File: config.mk
export PLATFORM = sky130hd
export DESIGN_NAME = height_range_classifier
export DESIGN_NICKNAME = d
export VERILOG_FILES = /design/src/design/hrc_pkg.sv /design/src/design/hrc_cfg.sv /design/src/design/hrc_match.sv /design/src/design/hrc_core.sv /design/src/design/height_range_classifier.sv
export SDC_FILE = /design/constraint.sdc
export NUM_CORES = 2
export LEC_CHECK = 0
export ABC_AREA = 0
export BUFFER_PORTS_ARGS = -buffer_cell sky130_fd_sc_hd__buf_2
export CORE_MARGIN = 4
export CORE_UTILIZATION = 38
export CTS_BUF_LIST = sky130_fd_sc_hd__clkbuf_8
export DETAILED_ROUTE_END_ITERATION = 7
export MAX_ROUTING_LAYER = met4
export SYNTH_ARGS = -nofsm -noshare
export SYNTH_HDL_FRONTEND = slang
export SYNTH_SLANG_ARGS = --single-unit
File: constraint.sdc
create_clock -name clk -period 11.3 [get_ports clk]
set_input_delay 1.13 -clock clk [delete_from_list [all_inputs] [get_ports clk]]
set_output_delay 1.13 -clock clk [all_outputs]
set_load 0.03 [all_outputs]
File: src/design/hrc_pkg.sv
package hrc_pkg;

  localparam int HEIGHT_W = 24;
  localparam int COUNT_W = 23;
  localparam int RANK_FIELD_W = 2;
  localparam int REG_W = 49;
  localparam int REG_MIN_LSB = 0;
  localparam int REG_MAX_LSB = 24;
  localparam int REG_EN_BIT = 48;
  localparam int NUM_REGS = 4;
  localparam int CFG_ADDR_W = 5;
  localparam int CFG_DATA_W = 64;
  localparam int CFG_IDX_LSB = 3;
  localparam int IN_DATA_W = 24;
  localparam int OUT_DATA_W = 32;
  localparam int NUM_RANGES_DEF = 4;
  localparam int MAX_FRAME_PIXELS_DEF = 4194304;
  localparam int COUNT_MAX = 8388607;

  typedef enum logic {
    KIND_CLASS  = 1'b0,
    KIND_REPORT = 1'b1
  } kind_t;

  typedef struct packed {
    logic signed [HEIGHT_W-1:0] lo;
    logic signed [HEIGHT_W-1:0] hi;
    logic                       en;
    logic                       incl_max;
  } range_ent_t;

endpackage

File: src/design/hrc_cfg.sv
module hrc_cfg #(
  parameter int NUM_RANGES = hrc_pkg::NUM_RANGES_DEF,
  parameter int RW = 2
) (
  input  logic                            clk,
  input  logic                            rst_n,
  input  logic                            cfg_psel,
  input  logic                            cfg_penable,
  input  logic                            cfg_pwrite,
  input  logic [hrc_pkg::CFG_ADDR_W-1:0]  cfg_paddr,
  input  logic [hrc_pkg::CFG_DATA_W-1:0]  cfg_pwdata,
  output logic [hrc_pkg::CFG_DATA_W-1:0]  cfg_prdata,
  output logic                            cfg_pready,
  output hrc_pkg::range_ent_t             tab_o [NUM_RANGES],
  output logic [RW-1:0]                   ord_o [NUM_RANGES]
);

  localparam int IDX_W = hrc_pkg::CFG_ADDR_W - hrc_pkg::CFG_IDX_LSB;
  localparam int H = hrc_pkg::HEIGHT_W;

  logic [hrc_pkg::REG_W-1:0] regs_r [NUM_RANGES];
  logic [IDX_W-1:0]          widx;
  logic                      wr_en;

  logic signed [H-1:0]  lo [NUM_RANGES];
  logic signed [H-1:0]  hi [NUM_RANGES];
  logic                 en [NUM_RANGES];
  logic [RW-1:0]        rank [NUM_RANGES];
  hrc_pkg::range_ent_t  tab_nxt [NUM_RANGES];
  logic [RW-1:0]        ord_nxt [NUM_RANGES];
  hrc_pkg::range_ent_t  tab_r [NUM_RANGES];
  logic [RW-1:0]        ord_r [NUM_RANGES];
  logic [RW-1:0]        top;

  function automatic logic key_less(input logic signed [H-1:0] amin,
                                    input logic signed [H-1:0] amax, input int ai,
                                    input logic signed [H-1:0] bmin,
                                    input logic signed [H-1:0] bmax, input int bi);
    logic res;
    if (amin != bmin) begin
      res = amin < bmin;
    end else if (amax != bmax) begin
      res = amax < bmax;
    end else begin
      res = ai < bi;
    end
    return res;
  endfunction

  assign cfg_pready = 1'b1;
  assign widx = cfg_paddr[hrc_pkg::CFG_ADDR_W-1:hrc_pkg::CFG_IDX_LSB];
  assign wr_en = cfg_psel & cfg_penable & cfg_pwrite;

  always_ff @(posedge clk) begin
    if (!rst_n) begin
      for (int i = 0; i < NUM_RANGES; i++) begin
        regs_r[i] <= '0;
      end
    end else if (wr_en) begin
      for (int i = 0; i < NUM_RANGES; i++) begin
        if (i < hrc_pkg::NUM_REGS && widx == IDX_W'(i)) begin
          regs_r[i] <= cfg_pwdata[hrc_pkg::REG_W-1:0];
        end
      end
    end
  end

  always_comb begin
    cfg_prdata = '0;
    for (int i = 0; i < NUM_RANGES; i++) begin
      if (i < hrc_pkg::NUM_REGS && widx == IDX_W'(i)) begin
        cfg_prdata = hrc_pkg::CFG_DATA_W'(regs_r[i]);
      end
    end
  end

  // Normalize the bounds and rank every range by (min, max, register index).
  always_comb begin
    logic signed [H-1:0] a;
    logic signed [H-1:0] b;
    for (int i = 0; i < NUM_RANGES; i++) begin
      a = $signed(regs_r[i][hrc_pkg::REG_MIN_LSB +: H]);
      b = $signed(regs_r[i][hrc_pkg::REG_MAX_LSB +: H]);
      lo[i] = (a < b) ? a : b;
      hi[i] = (a < b) ? b : a;
      en[i] = regs_r[i][hrc_pkg::REG_EN_BIT];
    end
    for (int i = 0; i < NUM_RANGES; i++) begin
      rank[i] = '0;
      for (int j = 0; j < NUM_RANGES; j++) begin
        if (j != i && key_less(lo[j], hi[j], j, lo[i], hi[i], i)) begin
          rank[i] = rank[i] + 1'b1;
        end
      end
    end
    for (int r = 0; r < NUM_RANGES; r++) begin
      tab_nxt[r] = '0;
      ord_nxt[r] = '0;
      for (int i = 0; i < NUM_RANGES; i++) begin
        if (rank[i] == RW'(r)) begin
          ord_nxt[r]    = RW'(i);
          tab_nxt[r].lo = lo[i];
          tab_nxt[r].hi = hi[i];
          tab_nxt[r].en = en[i];
        end
      end
    end
    top = '0;
    for (int r = 0; r < NUM_RANGES; r++) begin
      if (tab_nxt[r].en) begin
        top = RW'(r);
      end
    end
    for (int r = 0; r < NUM_RANGES; r++) begin
      tab_nxt[r].incl_max = tab_nxt[r].en && (top == RW'(r));
    end
  end

  always_ff @(posedge clk) begin
    for (int r = 0; r < NUM_RANGES; r++) begin
      tab_r[r] <= tab_nxt[r];
      ord_r[r] <= ord_nxt[r];
    end
  end

  assign tab_o = tab_r;
  assign ord_o = ord_r;

endmodule

File: src/design/hrc_match.sv
module hrc_match #(
  parameter int NUM_RANGES = hrc_pkg::NUM_RANGES_DEF,
  parameter int RW = 2
) (
  input  logic signed [hrc_pkg::HEIGHT_W-1:0] height_i,
  input  hrc_pkg::range_ent_t                 tab_i [NUM_RANGES],
  input  logic [RW-1:0]                       ord_i [NUM_RANGES],
  output logic                                hit_o,
  output logic [RW-1:0]                       hit_rank_o,
  output logic [NUM_RANGES-1:0]               hit_sel_o
);

  logic [RW-1:0] hit_reg;

  always_comb begin
    logic in_range;
    hit_o      = 1'b0;
    hit_rank_o = '0;
    hit_reg    = '0;
    for (int r = 0; r < NUM_RANGES; r++) begin
      in_range = tab_i[r].en && (height_i >= tab_i[r].lo) &&
                 (tab_i[r].incl_max ? (height_i <= tab_i[r].hi) : (height_i < tab_i[r].hi));
      if (in_range && !hit_o) begin
        hit_o      = 1'b1;
        hit_rank_o = RW'(r);
        hit_reg    = ord_i[r];
      end
    end
    for (int i = 0; i < NUM_RANGES; i++) begin
      hit_sel_o[i] = hit_o && (hit_reg == RW'(i));
    end
  end

endmodule

File: src/design/hrc_core.sv
module hrc_core #(
  parameter int NUM_RANGES = hrc_pkg::NUM_RANGES_DEF,
  parameter int RW = 2,
  parameter int COUNT_CAP = hrc_pkg::MAX_FRAME_PIXELS_DEF
) (
  input  logic                                clk,
  input  logic                                rst_n,
  input  logic                                in_tvalid,
  output logic                                in_tready,
  input  logic signed [hrc_pkg::HEIGHT_W-1:0] in_height_cm,
  input  logic                                in_frame_end,
  output logic signed [hrc_pkg::HEIGHT_W-1:0] stg_height_o,
  input  logic                                hit_i,
  input  logic [RW-1:0]                       hit_rank_i,
  input  logic [NUM_RANGES-1:0]               hit_sel_i,
  input  logic [RW-1:0]                       ord_i [NUM_RANGES],
  output logic                                out_tvalid,
  input  logic                                out_tready,
  output hrc_pkg::kind_t                      out_report_kind,
  output logic [hrc_pkg::RANK_FIELD_W-1:0]    out_range_rank,
  output logic                                out_matched,
  output logic [hrc_pkg::COUNT_W-1:0]         out_pixel_count,
  output logic                                out_last_of_run
);

  localparam int CW = hrc_pkg::COUNT_W;
  localparam int RKW = (RW > hrc_pkg::RANK_FIELD_W) ? RW : hrc_pkg::RANK_FIELD_W;
  localparam logic [CW-1:0] CAP = CW'(COUNT_CAP);

  logic                               stg_valid_r;
  logic signed [hrc_pkg::HEIGHT_W-1:0] stg_h_r;
  logic                               stg_fend_r;
  logic                               stg_rep_r;
  logic [RW-1:0]                      step_r;
  logic [CW-1:0]                      cnt_r [NUM_RANGES];

  logic                               out_valid_r;
  hrc_pkg::kind_t                     out_kind_r;
  logic [hrc_pkg::RANK_FIELD_W-1:0]   out_rank_r;
  logic                               out_matched_r;
  logic [CW-1:0]                      out_count_r;
  logic                               out_last_r;

  logic          out_adv;
  logic          emit;
  logic          step_last;
  logic          stg_free;
  logic          in_fire;
  logic [RW-1:0] rep_reg;
  logic [CW-1:0] rep_count;
  logic [RKW-1:0] rank_nxt;

  assign out_adv   = !out_valid_r || out_tready;
  assign emit      = stg_valid_r && out_adv;
  assign step_last = (step_r == RW'(NUM_RANGES - 1));
  assign stg_free  = emit && (stg_rep_r ? step_last : !stg_fend_r);
  assign in_tready = !stg_valid_r || stg_free;
  assign in_fire   = in_tvalid && in_tready;
  assign stg_height_o = stg_h_r;

  always_comb begin
    rep_reg   = '0;
    rep_count = '0;
    for (int r = 0; r < NUM_RANGES; r++) begin
      if (step_r == RW'(r)) begin
        rep_reg = ord_i[r];
      end
    end
    for (int i = 0; i < NUM_RANGES; i++) begin
      if (rep_reg == RW'(i)) begin
        rep_count = cnt_r[i];
      end
    end
    rank_nxt = stg_rep_r ? RKW'(step_r) : RKW'(hit_rank_i);
  end

  always_ff @(posedge clk) begin
    if (!rst_n) begin
      stg_valid_r <= 1'b0;
      stg_rep_r   <= 1'b0;
      step_r      <= '0;
    end else begin
      stg_valid_r <= in_fire || (stg_valid_r && !stg_free);
      if (emit) begin
        if (!stg_rep_r) begin
          if (stg_fend_r) begin
            stg_rep_r <= 1'b1;
            step_r    <= '0;
          end
        end else if (step_last) begin
          stg_rep_r <= 1'b0;
          step_r    <= '0;
        end else begin
          step_r <= step_r + 1'b1;
        end
      end
    end
  end

  always_ff @(posedge clk) begin
    if (in_fire) begin
      stg_h_r    <= in_height_cm;
      stg_fend_r <= in_frame_end;
    end
  end

  always_ff @(posedge clk) begin
    if (!rst_n) begin
      for (int i = 0; i < NUM_RANGES; i++) begin
        cnt_r[i] <= '0;
      end
    end else begin
      for (int i = 0; i < NUM_RANGES; i++) begin
        if (emit && stg_rep_r && step_last) begin
          cnt_r[i] <= '0;
        end else if (emit && !stg_rep_r && hit_sel_i[i] && cnt_r[i] < CAP) begin
          cnt_r[i] <= cnt_r[i] + 1'b1;
        end
      end
    end
  end

  always_ff @(posedge clk) begin
    if (!rst_n) begin
      out_valid_r <= 1'b0;
    end else begin
      out_valid_r <= emit || (out_valid_r && !out_tready);
    end
  end

  always_ff @(posedge clk) begin
    if (emit) begin
      out_kind_r    <= stg_rep_r ? hrc_pkg::KIND_REPORT : hrc_pkg::KIND_CLASS;
      out_rank_r    <= rank_nxt[hrc_pkg::RANK_FIELD_W-1:0];
      out_matched_r <= !stg_rep_r && hit_i;
      out_count_r   <= stg_rep_r ? rep_count : '0;
      out_last_r    <= stg_rep_r ? step_last : !stg_fend_r;
    end
  end

  assign out_tvalid      = out_valid_r;
  assign out_report_kind = out_kind_r;
  assign out_range_rank  = out_rank_r;
  assign out_matched     = out_matched_r;
  assign out_pixel_count = out_count_r;
  assign out_last_of_run = out_last_r;

endmodule

File: src/design/height_range_classifier.sv
// Height range classifier with per-range frame counts.
// Samples enter on the in_ stream as signed centimetre heights; in_tlast marks
// the last sample of a frame. Each sample yields one classification transaction
// on the out_ stream with the rank of the first enabled range that holds it.
// After the last sample of a frame, one count report per range follows in rank
// order, and the range counters are cleared. out_tlast marks the final result
// of each input transaction, and out_tuser tells classifications from reports.
// The four ranges are written through the APB-style cfg_ port at byte
// addresses 0, 8, 16 and 24; the ranking tables are then registered from them.
// A sample is registered on acceptance and its result is then registered in
// the output register. One sample is taken every cycle while the output
// register can advance; a frame's last sample holds the input stage until all
// of its results have gone out through the single output register.
// Reset clears the range registers, the counters and both pipeline stages.
// When the receiver stalls, the result waits in the output register, an empty
// input stage can still take one more sample, and in_tready then drops.
module height_range_classifier #(
  parameter int NUM_RANGES = hrc_pkg::NUM_RANGES_DEF,
  parameter int MAX_FRAME_PIXELS = hrc_pkg::MAX_FRAME_PIXELS_DEF
) (
  input  logic                            clk,
  input  logic                            rst_n,
  input  logic                            cfg_psel,
  input  logic                            cfg_penable,
  input  logic                            cfg_pwrite,
  input  logic [hrc_pkg::CFG_ADDR_W-1:0]  cfg_paddr,
  input  logic [hrc_pkg::CFG_DATA_W-1:0]  cfg_pwdata,
  output logic [hrc_pkg::CFG_DATA_W-1:0]  cfg_prdata,
  output logic                            cfg_pready,
  input  logic                            in_tvalid,
  output logic                            in_tready,
  input  logic [hrc_pkg::IN_DATA_W-1:0]   in_tdata,   // [23:0] height_cm
  input  logic                            in_tlast,   // frame_end
  output logic                            out_tvalid,
  input  logic                            out_tready,
  // [1:0] range_rank, [2] matched, [25:3] pixel_count, [31:26] zero
  output logic [hrc_pkg::OUT_DATA_W-1:0]  out_tdata,
  output logic [0:0]                      out_tuser,  // [0] report_kind
  output logic                            out_tlast   // last_of_run
);

  localparam int RW = (NUM_RANGES > 1) ? $clog2(NUM_RANGES) : 1;
  localparam int COUNT_CAP = (MAX_FRAME_PIXELS < hrc_pkg::COUNT_MAX) ?
                             MAX_FRAME_PIXELS : hrc_pkg::COUNT_MAX;
  localparam int PAD_W = hrc_pkg::OUT_DATA_W - hrc_pkg::RANK_FIELD_W - 1 - hrc_pkg::COUNT_W;

  hrc_pkg::range_ent_t                 tab [NUM_RANGES];
  logic [RW-1:0]                       ord [NUM_RANGES];
  logic signed [hrc_pkg::HEIGHT_W-1:0] stg_height;
  logic                                hit;
  logic [RW-1:0]                       hit_rank;
  logic [NUM_RANGES-1:0]               hit_sel;
  hrc_pkg::kind_t                      report_kind;
  logic [hrc_pkg::RANK_FIELD_W-1:0]    range_rank;
  logic                                matched;
  logic [hrc_pkg::COUNT_W-1:0]         pixel_count;

  hrc_cfg #(
    .NUM_RANGES (NUM_RANGES),
    .RW         (RW)
  ) u_cfg (
    .clk         (clk),
    .rst_n       (rst_n),
    .cfg_psel    (cfg_psel),
    .cfg_penable (cfg_penable),
    .cfg_pwrite  (cfg_pwrite),
    .cfg_paddr   (cfg_paddr),
    .cfg_pwdata  (cfg_pwdata),
    .cfg_prdata  (cfg_prdata),
    .cfg_pready  (cfg_pready),
    .tab_o       (tab),
    .ord_o       (ord)
  );

  hrc_match #(
    .NUM_RANGES (NUM_RANGES),
    .RW         (RW)
  ) u_match (
    .height_i   (stg_height),
    .tab_i      (tab),
    .ord_i      (ord),
    .hit_o      (hit),
    .hit_rank_o (hit_rank),
    .hit_sel_o  (hit_sel)
  );

  hrc_core #(
    .NUM_RANGES (NUM_RANGES),
    .RW         (RW),
    .COUNT_CAP  (COUNT_CAP)
  ) u_core (
    .clk             (clk),
    .rst_n           (rst_n),
    .in_tvalid       (in_tvalid),
    .in_tready       (in_tready),
    .in_height_cm    ($signed(in_tdata[hrc_pkg::HEIGHT_W-1:0])),
    .in_frame_end    (in_tlast),
    .stg_height_o    (stg_height),
    .hit_i           (hit),
    .hit_rank_i      (hit_rank),
    .hit_sel_i       (hit_sel),
    .ord_i           (ord),
    .out_tvalid      (out_tvalid),
    .out_tready      (out_tready),
    .out_report_kind (report_kind),
    .out_range_rank  (range_rank),
    .out_matched     (matched),
    .out_pixel_count (pixel_count),
    .out_last_of_run (out_tlast)
  );

  assign out_tdata = {{PAD_W{1'b0}}, pixel_count, matched, range_rank};
  assign out_tuser = report_kind;

endmodule

==> results.tsv <==
stage	metric	value	unit
routing	Vias	36990	
critical_path	worst path buffer plus inverter count	5	
critical_path	CP Data Required Time	11880	ps
critical_path	Reg2Reg Depth	25	
sta	Worst Hold Slack	520.2	ps
synth	Gate Count Post-Synth	4495	
power_and_ir_drop	Max VDD drop	0.0002241	V
sta	worst-margin pin slew	1141	ps
clocking	CTS tree	yes	
critical_path	crit path DAT	10590	ps
floorplan	Initial Utilization	0.3834	
floorplan	die extent in x	342.4	microns
sta	Slew headroom	0.2373	
synth	YS warnings	0	
final_layout	fin nets	5321	
clocking	Clk pin slew, worst setup/hold paths	50	ps
critical_path	Crit path top cell by count	ha_1	
sta	RSZ-0062 raised after global routing	no	
grt	GRT Util Overall	0.2912	
final_layout	Final Instance Area	47340	sq um
clocking	H-Tree Depth	3	
worst_hold_path	WHS Path Cells	2	
power_and_ir_drop	Pwr Density	274.1	nW/um^2
power_and_ir_drop	Sequential Power Share	0.232	
floorplan	Core ar.	110800	sq um
routing	Pre-Repair DR Iteration Count	7	
synth	Post-Synth Simple-Gate Area	0.1483	
power_and_ir_drop	NetSw	6.492	mW
clocking	CTS buffer count	101	
clocking	Post-CTS Setup Inserts	0	
routing	DRT iter0 DRCs	4660	
grt	Global Route met3 Usage	0.06293	
critical_path	Worst path slowest cell	mux2i_2	
sta	final-report hold violation count	0	
floorplan	Ports	202	
critical_path	crit start category	flip-flop	
grt	global route hottest layer	met2	
grt	first-pass GRT wire length	242200	microns
clocking	cts repair resizes	0	
sta	Final Skew	75.51	ps
placement	Area after DPL	45110	sq um
sta	TNS Setup	0	ps
synth	Synth Area in XOR/XNOR	0.01814	
sta	Period minus WS final	10000	ps
synth	synthesized flop and latch total	553	
sta	endpoints failing setup	0	
grt	pin count of the biggest net entering global routing	57	
power_and_ir_drop	Gate power share	0.608	
critical_path	WS Path Type	flip-flop to flip-flop	
power_and_ir_drop	internal power	6.485	mW
job	Max-Cap Viols	0	
routing	Detailed Route WL	170100	microns
critical_path	Worst setup EP type	flip-flop	
floorplan	die footprint	117200	sq um
routing	Detail Route Antenna Nets	0	
worst_hold_path	Hold Crit Class	flip-flop to flip-flop	
synth	Compound-Gate Fraction of Synth Area	0.1788	
critical_path	CP delay by family, top	simple AND/OR/NAND/NOR gates	
synth	Post-synth EDFFs	341	
power_and_ir_drop	clock network power share	0.160	
synth	synthesized area per cell	9.452	sq um
outcome	status	completed	
power_and_ir_drop	total power	12.98	mW
floorplan	row cnt	122	
final_layout	layout cells sized above 1	0.1431	
synth	register area share after synthesis	0.3409	
grt	grt met1 use	0.3842	
grt	vias in the first global route	35400	
synth	mux cell area share after synthesis	0.07451	
sta	Final Cycle Share	0.8854	
power_and_ir_drop	Leak	20.97	nW
placement	hpwl dp	131500	microns
sta	Max Fclk	0.09995	GHz
clocking	clk_lat worst skew	810	ps
routing	routed len/inst	27.35	microns
sta	Final Slew Violations	0	
critical_path	slowest cell delay on critical path	860	ps
critical_path	CP Depth	25	
final_layout	highest-count cells in the layout ignoring fill and taps	ha_1 (581), inv_1 (522), nor2_1 (379)	
clocking	# clock sinks	553	
final_layout	register area	14480	sq um
power_and_ir_drop	Switching Share	0.5003	
placement	dpl ws	1718	ps
sta	final worst slack	1295	ps
clocking	CTS Hold Bufs	0	
floorplan	Die Span Y	342.4	microns
synth	library cells used by synthesis	100	
synth	asr flop ratio synth	0	
synth	adder-cell share of the synthesized area	0.1713	
routing	post-DR vias/cell	5.946	
clocking	Clock Tree Buf Depth	3	
placement	Port Buffers	161	
grt	GR Layer Usage met2	0.4373	
critical_path	worst-path maximum fanout	49	
clocking	root buf cell	clkbuf_8	
grt	antenna violations before repair	14	
final_layout	Layout fillers	10920	
routing	# DRC	0	
final_layout	Layout area overhead	11.42	%
synth	Post-synth top flop	edfxtp_1	
placement	Placer Congestion	1.050	
final_layout	commonest non-fill, non-tap cell in the layout	ha_1	
synth	largest family of logic cells by synthesized area	compound AO/OA/AOI/OAI gates	
final_layout	Multi-input gate area	25430	sq um
grt	total congestion overflow	0	
synth	Post-Syn Area	42490	sq um
[power by group through the flow]
stage / clock, mW / sequential, mW / combinational [mW]
floorplan: 0 / 2.89 / 4.67
global placement: 0 / 3.04 / 7.48
detailed placement: 0 / 3.03 / 7.53
CTS: 2.12 / 2.99 / 7.57
global route: 2.21 / 3.05 / 8.30
finish: 2.08 / 3.01 / 7.89
[stage by stage]
| step | cells | utilization |
|---|---|---|
| global placement | 6024 | 0.4070 |
| CTS | 6211 | 0.4269 |
| floorplan | 4515 | - |
| detailed placement | 6024 | 0.4070 |
| global route | 6217 | 0.4271 |
| finish | 6221 | 0.4272 |
[cell type report]
cell class | count | area share
Multi-Input combinational cell | 3237 | 0.5373
Tap cell | 1488 | 0.03933
Inverter | 506 | 0.04012
Antenna cell | 10 | 0.0005286
Clock buffer | 125 | 0.03634
Timing Repair Buffer | 240 | 0.03013
Sequential cell | 553 | 0.3060
Clock inverter | 62 | 0.01028
[Yosys cell counts, types with 8 or more instances]
cell / count / area (sq um)
o211ai_1: 25 / 187.7
a221oi_1: 87 / 762.0
a211oi_1: 29 / 217.7
o21ai_1: 38 / 190.2
nor2b_1: 51 / 319.1
o22ai_2: 11 / 137.6
a31oi_1: 21 / 131.4
a21o_1: 154 / 1156
buf_4: 24 / 180.2
nand4_1: 120 / 750.7
o22ai_1: 41 / 256.5
a22oi_1: 66 / 495.5
o21ai_0: 127 / 635.6
xor2_1: 45 / 394.1
buf_2: 19 / 95.09
buf_1: 12 / 45.04
or3_1: 12 / 75.07
a21oi_1: 251 / 1256
ha_1: 581 / 7269
and3_1: 31 / 193.9
inv_1: 501 / 1881
and2_1: 228 / 1426
dfxtp_1: 212 / 4244
nand2b_1: 37 / 231.5
nor2_1: 383 / 1438
nand2_1: 192 / 720.7
clkbuf_1: 158 / 593.1
xnor2_1: 43 / 376.6
nor4_1: 16 / 100.1
and4_1: 8 / 70.07
edfxtp_1: 341 / 10240
a211o_1: 8 / 70.07
mux4_2: 72 / 1622
nand3_1: 104 / 520.5
nor3_1: 38 / 190.2
mux2i_1: 73 / 730.7
mux2_2: 66 / 743.2
o21a_1: 58 / 435.4
o31ai_1: 14 / 105.1
o221a_2: 73 / 822.0
[layer usage]
| metal | share of wire | routed length (microns) | vias to the layer above |
|---|---|---|---|
| met4 | 0.046 | 7896 | 0 |
| li1 | - | - | 16750 |
| met1 | 0.42 | 71300 | 17910 |
| met3 | 0.10 | 17080 | 392 |
| met5 | 0 | 0 | - |
| met2 | 0.43 | 73840 | 1938 |
[final timing paths]
check / from / endpoint / slack (ps)
min reg2reg: u_core.stg_valid_r / u_core.out_tvalid / 520
max reg2reg: u_cfg.regs_r[0][23] / u_cfg.tab_o[23] / 1300
max: u_cfg.regs_r[0][23] / u_cfg.tab_o[23] / 1300
min: u_core.stg_valid_r / u_core.out_tvalid / 520
[cell families after synthesis]
logic type               Yosys count
AO/OA/AOI/OAI                   1078
XOR/XNOR                          88
adder cells (fa/ha/maj)          582
buffers and inverters            725
flip-flops                       553
multiplexers                     215
other                              2
AND/OR/NAND/NOR                 1252
[registers in the layout (all words and copies together), names as in the netlist]
signal,flops
u_cfg.tab_o,199
u_cfg.regs_r,196
u_core.cnt_r,92
u_core.stg_height_o,24
u_core.out_pixel_count,23
u_cfg.ord_o,8
u_core.out_range_rank,2
u_core.step_r,2
u_core.out_last_of_run,1
u_core.out_matched,1
u_core.out_report_kind,1
u_core.out_tvalid,1
u_core.stg_fend_r,1
u_core.stg_rep_r,1
u_core.stg_valid_r,1
[tightest hold or removal path: cells and delay by family, from the launching register on]
kind | cells | cell delay (ps)
compound gates | 1 | 50
flops | 1 | 360
simple gates | 1 | 70
No activity file was read; power rests on OpenSTA's default activity.
